**src/hw/rtl/cpmg_pkg.sv**
```systemverilog
// Package for the complex pixel magnitude to gray pipeline.
// Holds widths, stage counts, the control struct and the square root step.
// No dependencies.
package cpmg_pkg;

    localparam int PixW          = 8;
    localparam int SumW          = 16;
    localparam int RootShift     = 17;
    localparam int StepsPerStage = 2;

    localparam int Root1Bits     = 17;
    localparam int Rad1W         = 2 * Root1Bits;
    localparam int Root1Stages   = (Root1Bits + StepsPerStage - 1) / StepsPerStage;

    localparam int Root2Bits     = 9;
    localparam int Rad2W         = 2 * Root2Bits;
    localparam int Root2Stages   = (Root2Bits + StepsPerStage - 1) / StepsPerStage;

    localparam int RemW          = 20;
    localparam int RootW         = Root1Bits;

    localparam logic [PixW-1:0] CentreOffset = 8'd128;
    localparam logic [PixW-1:0] GrayMax      = 8'd255;

    typedef struct packed {
        logic valid;
        logic last;
    } t_ctl;

    typedef logic [RemW-1:0]  t_rem;
    typedef logic [RootW-1:0] t_root;

    typedef struct packed {
        t_rem  rem;
        t_root root;
    } t_sq_state;

    function automatic t_sq_state sqrt_step(t_sq_state st, logic [1:0] pair);
        t_rem      cur;
        t_rem      trial;
        t_sq_state nx;
        cur   = {st.rem[RemW-3:0], pair};
        trial = {1'b0, st.root, 2'b01};
        if (cur >= trial) begin
            nx.rem  = cur - trial;
            nx.root = {st.root[RootW-2:0], 1'b1};
        end else begin
            nx.rem  = cur;
            nx.root = {st.root[RootW-2:0], 1'b0};
        end
        return nx;
    endfunction

endpackage

```
**src/hw/rtl/cpmg_sqsum.sv**
```systemverilog
// Centering, squaring and summing of the real and imaginary bytes.
// Three register stages; depends on cpmg_pkg.
module cpmg_sqsum (
    input  logic                        i_clk,
    input  logic                        i_rst_n,
    input  logic                        i_ce,
    input  cpmg_pkg::t_ctl              i_ctl,
    input  logic [cpmg_pkg::PixW-1:0]   i_re_byte,
    input  logic [cpmg_pkg::PixW-1:0]   i_im_byte,
    output cpmg_pkg::t_ctl              o_ctl,
    output logic [cpmg_pkg::SumW-1:0]   o_sum
);
    import cpmg_pkg::*;

    t_ctl              r_ctl1, r_ctl2, r_ctl3;
    logic [PixW-1:0]   r_re_abs, r_im_abs, n_re_abs, n_im_abs;
    logic [SumW-1:0]   r_re_sq, r_im_sq, n_re_sq, n_im_sq;
    logic [SumW-1:0]   r_sum, n_sum;

    always_comb begin
        n_re_abs = i_re_byte[PixW-1] ? {1'b0, i_re_byte[PixW-2:0]} : (CentreOffset - i_re_byte);
        n_im_abs = i_im_byte[PixW-1] ? {1'b0, i_im_byte[PixW-2:0]} : (CentreOffset - i_im_byte);
        n_re_sq  = SumW'(r_re_abs) * SumW'(r_re_abs);
        n_im_sq  = SumW'(r_im_abs) * SumW'(r_im_abs);
        n_sum    = r_re_sq + r_im_sq;
    end

    always_ff @(posedge i_clk) begin
        if (!i_rst_n) begin
            r_ctl1 <= '0;
            r_ctl2 <= '0;
            r_ctl3 <= '0;
        end else if (i_ce) begin
            r_ctl1 <= i_ctl;
            r_ctl2 <= r_ctl1;
            r_ctl3 <= r_ctl2;
        end
    end

    always_ff @(posedge i_clk) begin
        if (i_ce) begin
            r_re_abs <= n_re_abs;
            r_im_abs <= n_im_abs;
            r_re_sq  <= n_re_sq;
            r_im_sq  <= n_im_sq;
            r_sum    <= n_sum;
        end
    end

    assign o_ctl = r_ctl3;
    assign o_sum = r_sum;

endmodule

```
**src/hw/rtl/cpmg_root_hi.sv**
```systemverilog
// Pipelined restoring square root of the scaled sum, at most two result bits per stage.
// Depends on cpmg_pkg.
module cpmg_root_hi (
    input  logic                        i_clk,
    input  logic                        i_rst_n,
    input  logic                        i_ce,
    input  cpmg_pkg::t_ctl              i_ctl,
    input  logic [cpmg_pkg::SumW-1:0]   i_sum,
    output cpmg_pkg::t_ctl              o_ctl,
    output logic [cpmg_pkg::RootW-1:0]  o_root
);
    import cpmg_pkg::*;

    t_ctl             r_ctl [Root1Stages];
    t_sq_state        r_st  [Root1Stages];
    logic [Rad1W-1:0] r_rad [Root1Stages];
    t_sq_state        n_st  [Root1Stages];
    logic [Rad1W-1:0] n_rad [Root1Stages];

    for (genvar j = 0; j < Root1Stages; j++) begin : g_stage
        t_sq_state        st_in;
        logic [Rad1W-1:0] rad_in;
        t_sq_state        st_loc;
        logic [Rad1W-1:0] rad_loc;

        if (j == 0) begin : g_first
            assign st_in  = '0;
            assign rad_in = {{(Rad1W-SumW-RootShift){1'b0}}, i_sum, {RootShift{1'b0}}};
        end else begin : g_next
            assign st_in  = r_st[j-1];
            assign rad_in = r_rad[j-1];
        end

        always_comb begin
            st_loc  = st_in;
            rad_loc = rad_in;
            for (int k = 0; k < StepsPerStage; k++) begin
                if (j * StepsPerStage + k < Root1Bits) begin
                    st_loc  = sqrt_step(st_loc, rad_loc[Rad1W-1 -: 2]);
                    rad_loc = rad_loc << 2;
                end
            end
        end

        assign n_st[j]  = st_loc;
        assign n_rad[j] = rad_loc;
    end

    always_ff @(posedge i_clk) begin
        if (!i_rst_n) begin
            for (int j = 0; j < Root1Stages; j++) begin
                r_ctl[j] <= '0;
            end
        end else if (i_ce) begin
            r_ctl[0] <= i_ctl;
            for (int j = 1; j < Root1Stages; j++) begin
                r_ctl[j] <= r_ctl[j-1];
            end
        end
    end

    always_ff @(posedge i_clk) begin
        if (i_ce) begin
            for (int j = 0; j < Root1Stages; j++) begin
                r_st[j]  <= n_st[j];
                r_rad[j] <= n_rad[j];
            end
        end
    end

    assign o_ctl  = r_ctl[Root1Stages-1];
    assign o_root = r_st[Root1Stages-1].root;

endmodule

```
**src/hw/rtl/cpmg_root_lo.sv**
```systemverilog
// Pipelined restoring square root of the first root, giving the fourth root.
// Depends on cpmg_pkg.
module cpmg_root_lo (
    input  logic                            i_clk,
    input  logic                            i_rst_n,
    input  logic                            i_ce,
    input  cpmg_pkg::t_ctl                  i_ctl,
    input  logic [cpmg_pkg::RootW-1:0]      i_root,
    output cpmg_pkg::t_ctl                  o_ctl,
    output logic [cpmg_pkg::Root2Bits-1:0]  o_root
);
    import cpmg_pkg::*;

    t_ctl             r_ctl [Root2Stages];
    t_sq_state        r_st  [Root2Stages];
    logic [Rad2W-1:0] r_rad [Root2Stages];
    t_sq_state        n_st  [Root2Stages];
    logic [Rad2W-1:0] n_rad [Root2Stages];

    for (genvar j = 0; j < Root2Stages; j++) begin : g_stage
        t_sq_state        st_in;
        logic [Rad2W-1:0] rad_in;
        t_sq_state        st_loc;
        logic [Rad2W-1:0] rad_loc;

        if (j == 0) begin : g_first
            assign st_in  = '0;
            assign rad_in = {{(Rad2W-RootW){1'b0}}, i_root};
        end else begin : g_next
            assign st_in  = r_st[j-1];
            assign rad_in = r_rad[j-1];
        end

        always_comb begin
            st_loc  = st_in;
            rad_loc = rad_in;
            for (int k = 0; k < StepsPerStage; k++) begin
                if (j * StepsPerStage + k < Root2Bits) begin
                    st_loc  = sqrt_step(st_loc, rad_loc[Rad2W-1 -: 2]);
                    rad_loc = rad_loc << 2;
                end
            end
        end

        assign n_st[j]  = st_loc;
        assign n_rad[j] = rad_loc;
    end

    always_ff @(posedge i_clk) begin
        if (!i_rst_n) begin
            for (int j = 0; j < Root2Stages; j++) begin
                r_ctl[j] <= '0;
            end
        end else if (i_ce) begin
            r_ctl[0] <= i_ctl;
            for (int j = 1; j < Root2Stages; j++) begin
                r_ctl[j] <= r_ctl[j-1];
            end
        end
    end

    always_ff @(posedge i_clk) begin
        if (i_ce) begin
            for (int j = 0; j < Root2Stages; j++) begin
                r_st[j]  <= n_st[j];
                r_rad[j] <= n_rad[j];
            end
        end
    end

    assign o_ctl  = r_ctl[Root2Stages-1];
    assign o_root = r_st[Root2Stages-1].root[Root2Bits-1:0];

endmodule

```
**src/hw/rtl/complex_pixel_magnitude_gray.sv**
```systemverilog
// Complex pixel to gray level: gray = floor of the fourth root of (re^2 + im^2) * 2^17, saturated at 255.
// Each pixel passes the square-sum stages, both root pipelines and the output register, in that order.
// Throughput is one pixel per cycle; the whole pipeline stalls only while the output is held.
// The fourth root is two chained pipelined square roots, at most two result bits per stage.
// Reset (i_rst_n low, synchronous) clears all valid bits; no pixel survives it.
module complex_pixel_magnitude_gray (
    input  logic        i_clk,
    input  logic        i_rst_n,
    input  logic        i_s_axis_tvalid,
    output logic        o_s_axis_tready,
    input  logic [15:0] i_s_axis_tdata,   // re_byte [7:0], im_byte [15:8]
    input  logic        i_s_axis_tlast,
    output logic        o_m_axis_tvalid,
    input  logic        i_m_axis_tready,
    output logic [7:0]  o_m_axis_tdata,   // gray [7:0]
    output logic        o_m_axis_tlast
);
    import cpmg_pkg::*;

    logic                 ce;
    t_ctl                 in_ctl, sq_ctl, hi_ctl, lo_ctl;
    logic [SumW-1:0]      sum;
    logic [RootW-1:0]     root_hi;
    logic [Root2Bits-1:0] root_lo;
    t_ctl                 r_out_ctl;
    logic [PixW-1:0]      r_gray, n_gray;

    assign ce              = !r_out_ctl.valid || i_m_axis_tready;
    assign in_ctl.valid    = i_s_axis_tvalid;
    assign in_ctl.last     = i_s_axis_tlast;

    cpmg_sqsum u_sqsum (
        .i_clk     (i_clk),
        .i_rst_n   (i_rst_n),
        .i_ce      (ce),
        .i_ctl     (in_ctl),
        .i_re_byte (i_s_axis_tdata[PixW-1:0]),
        .i_im_byte (i_s_axis_tdata[2*PixW-1:PixW]),
        .o_ctl     (sq_ctl),
        .o_sum     (sum)
    );

    cpmg_root_hi u_root_hi (
        .i_clk   (i_clk),
        .i_rst_n (i_rst_n),
        .i_ce    (ce),
        .i_ctl   (sq_ctl),
        .i_sum   (sum),
        .o_ctl   (hi_ctl),
        .o_root  (root_hi)
    );

    cpmg_root_lo u_root_lo (
        .i_clk   (i_clk),
        .i_rst_n (i_rst_n),
        .i_ce    (ce),
        .i_ctl   (hi_ctl),
        .i_root  (root_hi),
        .o_ctl   (lo_ctl),
        .o_root  (root_lo)
    );

    assign n_gray = root_lo[Root2Bits-1] ? GrayMax : root_lo[PixW-1:0];

    always_ff @(posedge i_clk) begin
        if (!i_rst_n) begin
            r_out_ctl <= '0;
        end else if (ce) begin
            r_out_ctl <= lo_ctl;
        end
    end

    always_ff @(posedge i_clk) begin
        if (ce) begin
            r_gray <= n_gray;
        end
    end

    assign o_s_axis_tready = ce;
    assign o_m_axis_tvalid = r_out_ctl.valid;
    assign o_m_axis_tdata  = r_gray;
    assign o_m_axis_tlast  = r_out_ctl.last;

endmodule

```
**config.mk**
```make
export PLATFORM = sky130hd
export DESIGN_NAME = complex_pixel_magnitude_gray
export DESIGN_NICKNAME = d
export VERILOG_FILES = /design/src/hw/rtl/cpmg_pkg.sv /design/src/hw/rtl/cpmg_sqsum.sv /design/src/hw/rtl/cpmg_root_hi.sv /design/src/hw/rtl/cpmg_root_lo.sv /design/src/hw/rtl/complex_pixel_magnitude_gray.sv
export SDC_FILE = /design/constraint.sdc
export NUM_CORES = 1
export LEC_CHECK = 0
export ABC_CLOCK_PERIOD_IN_PS = 12800
export BUFFER_PORTS_ARGS = -buffer_cell sky130_fd_sc_hd__buf_2
export CAP_MARGIN = 0
export CORE_UTILIZATION = 59
export DETAILED_ROUTE_END_ITERATION = 8
export GPL_TIMING_DRIVEN = 0
export PLACE_DENSITY_LB_ADDON = 0.2
export SYNTH_ARGS = -nofsm -noshare
export SYNTH_HDL_FRONTEND = slang
export SYNTH_SLANG_ARGS = --single-unit
```
**constraint.sdc**
```tcl
create_clock -name i_clk -period 12.8 [get_ports i_clk]
set_input_delay 0.64 -clock i_clk [delete_from_list [all_inputs] [get_ports i_clk]]
set_output_delay 0.64 -clock i_clk [all_outputs]
set_load 0.05 [all_outputs]
```
==> impl_metrics.csv <==
group,metric,value,unit
run_status,status,"complete, no violations",
worst_setup_path,arrival,7.60,ns
drt,wl,63.40,mm
sta,setup_tns,0,ns
yosys,synth.distinct_cells,86,
pwr,leakagePower,14.38,nW
clock_network,path_clk_slew,0.06,ns
clock_network,cts_num_sinks,470,
finish,utilization,64.84,%
clock_network,clock_path_buffers,3,
drt,vias,22224,
yosys,synth-edff-count,462,
yosys,avgSynthCellArea,10.61,um^2
clock_network,post_cts.repair.setup_buffers,0,
die,rows,84,
finish,seqCellArea,14030,um^2
worst_setup_path,cp.required,13.10,ns
yosys,synth_nets,3312,
drt,dr.pass1.iters,5,
finish,drive_gt1_share,7.219,%
worst_setup_path,path_class,"register to register",
drt,ant_nets,0,
die,die_h,232.9,um
sta,rsz0062_at_grt,"false",
yosys,ys_ff_latch,470,
die,die-area,54250,um^2
drt,drc,0,
clock_network,h-tree-depth,2,
sta,fin_crit_sh,57.03,%
global_route,antenna_found_initial,0,
die,die_width,232.9,um
sta,fin_skew,0.01946,ns
global_route,track_usage,23.44,%
clock_network,cts_hold_buf,0,
place,pre_cts_ws,5.680,ns
global_route,grt_pass1_wl,104.4,mm
pwr,power_per_cell_area,247.9,nW/um^2
sta,fmax,137.0,MHz
sta,max-slew-margin-rel,24.42,%
sta,tightest_slew,1.105,ns
die,coreArea,52660,um^2
sta,hold_violations,0,
sta,final.min_clock_period,7.300,ns
clock_network,cts_root_buf,"clkbuf_16",
clock_network,worst_skew_pair.late_latency,0.60,ns
flow_run,maxCapViolations,0,
worst_hold_path,hold_path.class,"input port to register",
global_route,grt_max_degree,120,
yosys,synthCells,2964,
clock_network,cts.repair.resized,0,
finish,area_growth,8.514,%
pwr,vdd_drop_max,0.2141,mV
finish,fin_nets,3399,
place,hpwlAfterDp,47.90,mm
clock_network,cts_tree,"built",
finish,fill_cells,3992,
drt,post_drt_wl_per_cell,16.79,um
yosys,yosys_warnings,0,
pwr,finalPower,8.465,mW
yosys,synthFlopType,"edfxtp_1",
die,initial_core_util,59.75,%
worst_setup_path,cp_max_fo,11,
place,gp_congestion,0.8880,
global_route,grt_overflow_total,0,
yosys,synth-seq-area-share,44.60,%
die,ios,32,
sta,drv_slew,0,
sta,finalWorstSetupSlack,5.500,ns
worst_setup_path,critPathCaptureType,"register",
worst_setup_path,worst_setup_path_start_kind,"register",
global_route,grt_pass1_vias,21868,
sta,setup_viol,0,
place,place.port_buffers,30,
clock_network,cts_made_buffers,51,
finish,diodes,0,
yosys,async_reset_ff_share,0,%
finish,multi_input_area,16170,um^2
drt,via_per_inst,5.884,
yosys,synth_area,31460,um^2
drt,drt-initial-drc-count,1401,
## worst paths after layout
| kind | from | to | slack, ns | depth (start not counted) |
|---|---|---|---|---|
| max | u_root_hi.r_st[0][203] | u_root_hi.r_st[0][252] | 5.50 | 23 |
| min | i_s_axis_tdata[8] | u_sqsum.r_im_abs[0] | 0.25 | 1 |
| max reg2reg | u_root_hi.r_st[0][203] | u_root_hi.r_st[0][252] | 5.50 | 23 |
| min reg2reg | u_root_hi.r_st[0][305] | u_root_lo.r_rad[0][11] | 0.41 | 0 |
## synth_stat cells (53+ instances only)
library cell | instances | area share (%)
inv_1 | 274 | 3.3
and2_1 | 53 | 1.1
xnor2_1 | 156 | 4.3
nand3_1 | 58 | 0.92
xor2_1 | 88 | 2.4
edfxtp_1 | 462 | 44
nand2_1 | 178 | 2.1
ha_1 | 269 | 11
fa_1 | 58 | 3.7
nor3_1 | 83 | 1.3
o21a_1 | 58 | 1.4
nor2_1 | 231 | 2.8
mux2_2 | 63 | 2.3
a21oi_1 | 165 | 2.6
o21ai_0 | 114 | 1.8
## registers in the layout, indices dropped and copies added (netlist names)
register          count
o_m_axis_tdata        8
o_m_axis_tlast        1
o_m_axis_tvalid       1
u_root_hi.r_ctl      18
u_root_hi.r_rad      28
u_root_hi.r_st      216
u_root_lo.r_ctl      10
u_root_lo.r_rad      32
u_root_lo.r_st       88
u_sqsum.o_ctl         2
u_sqsum.o_sum        16
u_sqsum.r_ctl1        2
u_sqsum.r_ctl2        2
u_sqsum.r_im_abs      8
u_sqsum.r_im_sq      15
u_sqsum.r_re_abs      8
u_sqsum.r_re_sq      15
## where the power goes
| part | internal (mW) | leakage [nW] | switching [mW] |
|---|---|---|---|
| Combinational | 1.92 | 8.94 | 2.50 |
| Clock | 0.789 | 0.762 | 0.609 |
| Sequential | 2.37 | 4.68 | 0.270 |
| Total | 5.09 | 14.4 | 3.38 |
## routing by layer
metal	vias to the layer above	GRT usage [%]	wire, um
met5	-	0	0
met3	96	2.696	2208
li1	10954	-	-
met1	10777	30.19	28270
met4	0	6.454	1236
met2	397	41.55	31690
## cells in the final DEF (no fill, tap or decap), types with 12 or more instances in the layout
master / instances
xnor2_1: 156
inv_1: 274
nand4_1: 32
clkbuf_1: 46
mux2i_1: 23
fa_1: 58
o31ai_1: 20
a31oi_1: 17
o211ai_1: 18
nand3b_1: 14
nand2_1: 178
o2111ai_1: 12
xor2_1: 88
and3_1: 49
or2_2: 23
o21a_1: 58
nor3_1: 83
edfxtp_1: 462
ha_1: 269
nand2b_1: 36
buf_2: 37
a211oi_1: 29
a21oi_1: 165
and2_1: 53
nor2b_1: 51
o21ai_0: 114
clkbuf_16: 51
a21o_1: 44
nand3_1: 58
o21bai_1: 18
mux2_2: 63
or3_1: 16
clkinv_1: 16
nor2_1: 231
nor4_1: 32
## final cells by class
class	instances	share of cell area (%)
clock buffer	55	3.782
buffer	52	0.6560
clock inverter	36	0.8172
sequential	470	41.10
tap	688	2.521
inverter	278	3.056
timing repair buffer	34	0.6963
multi-input combinational	2164	47.37
## cell families after synthesis
group,count (synthesis),share of synthesized area (%)
AND/OR/NAND/NOR,911,14.82
AO/OA/AOI/OAI,596,12.42
multiplexers,86,2.987
adder cells (fa/ha/maj),327,14.39
buffers and inverters,330,3.997
XOR/XNOR,244,6.792
flip-flops,470,44.60
## worst max-delay path: stages (launching register included)
cell	delay, ns
edfxtp_1	0.40
inv_1	0.12
ha_1	0.25
inv_1	0.08
fa_1	0.22
nor2b_1	0.08
o31a_1	0.31
o31ai_1	0.39
a21o_1	0.23
and3_1	0.18
clkbuf_1	0.39
clkinv_1	0.41
clkbuf_1	0.39
a21oi_1	0.29
ha_1	0.30
a21oi_1	0.22
o21ai_0	0.23
o31ai_1	0.60
o311ai_0	0.26
a211oi_1	0.39
and4b_1	0.24
clkbuf_1	0.41
clkbuf_1	0.42
o21ai_0	0.20
## metrics by stage
| stage | hold WS (ns) | instance area [um^2] | instances |
|---|---|---|---|
| 3_5_place_dp | 0.4045 | 32570 | 3685 |
| 6_report | 0.2540 | 34140 | 3777 |
| 5_1_grt | 0.2381 | 34140 | 3777 |
| 3_3_place_gp | 0.4008 | 32470 | 3682 |
| 2_1_floorplan | 0.4003 | 31460 | 2964 |
| 4_1_cts | 0.2258 | 34140 | 3776 |
Note: power is estimated with default switching activity, not from simulation.
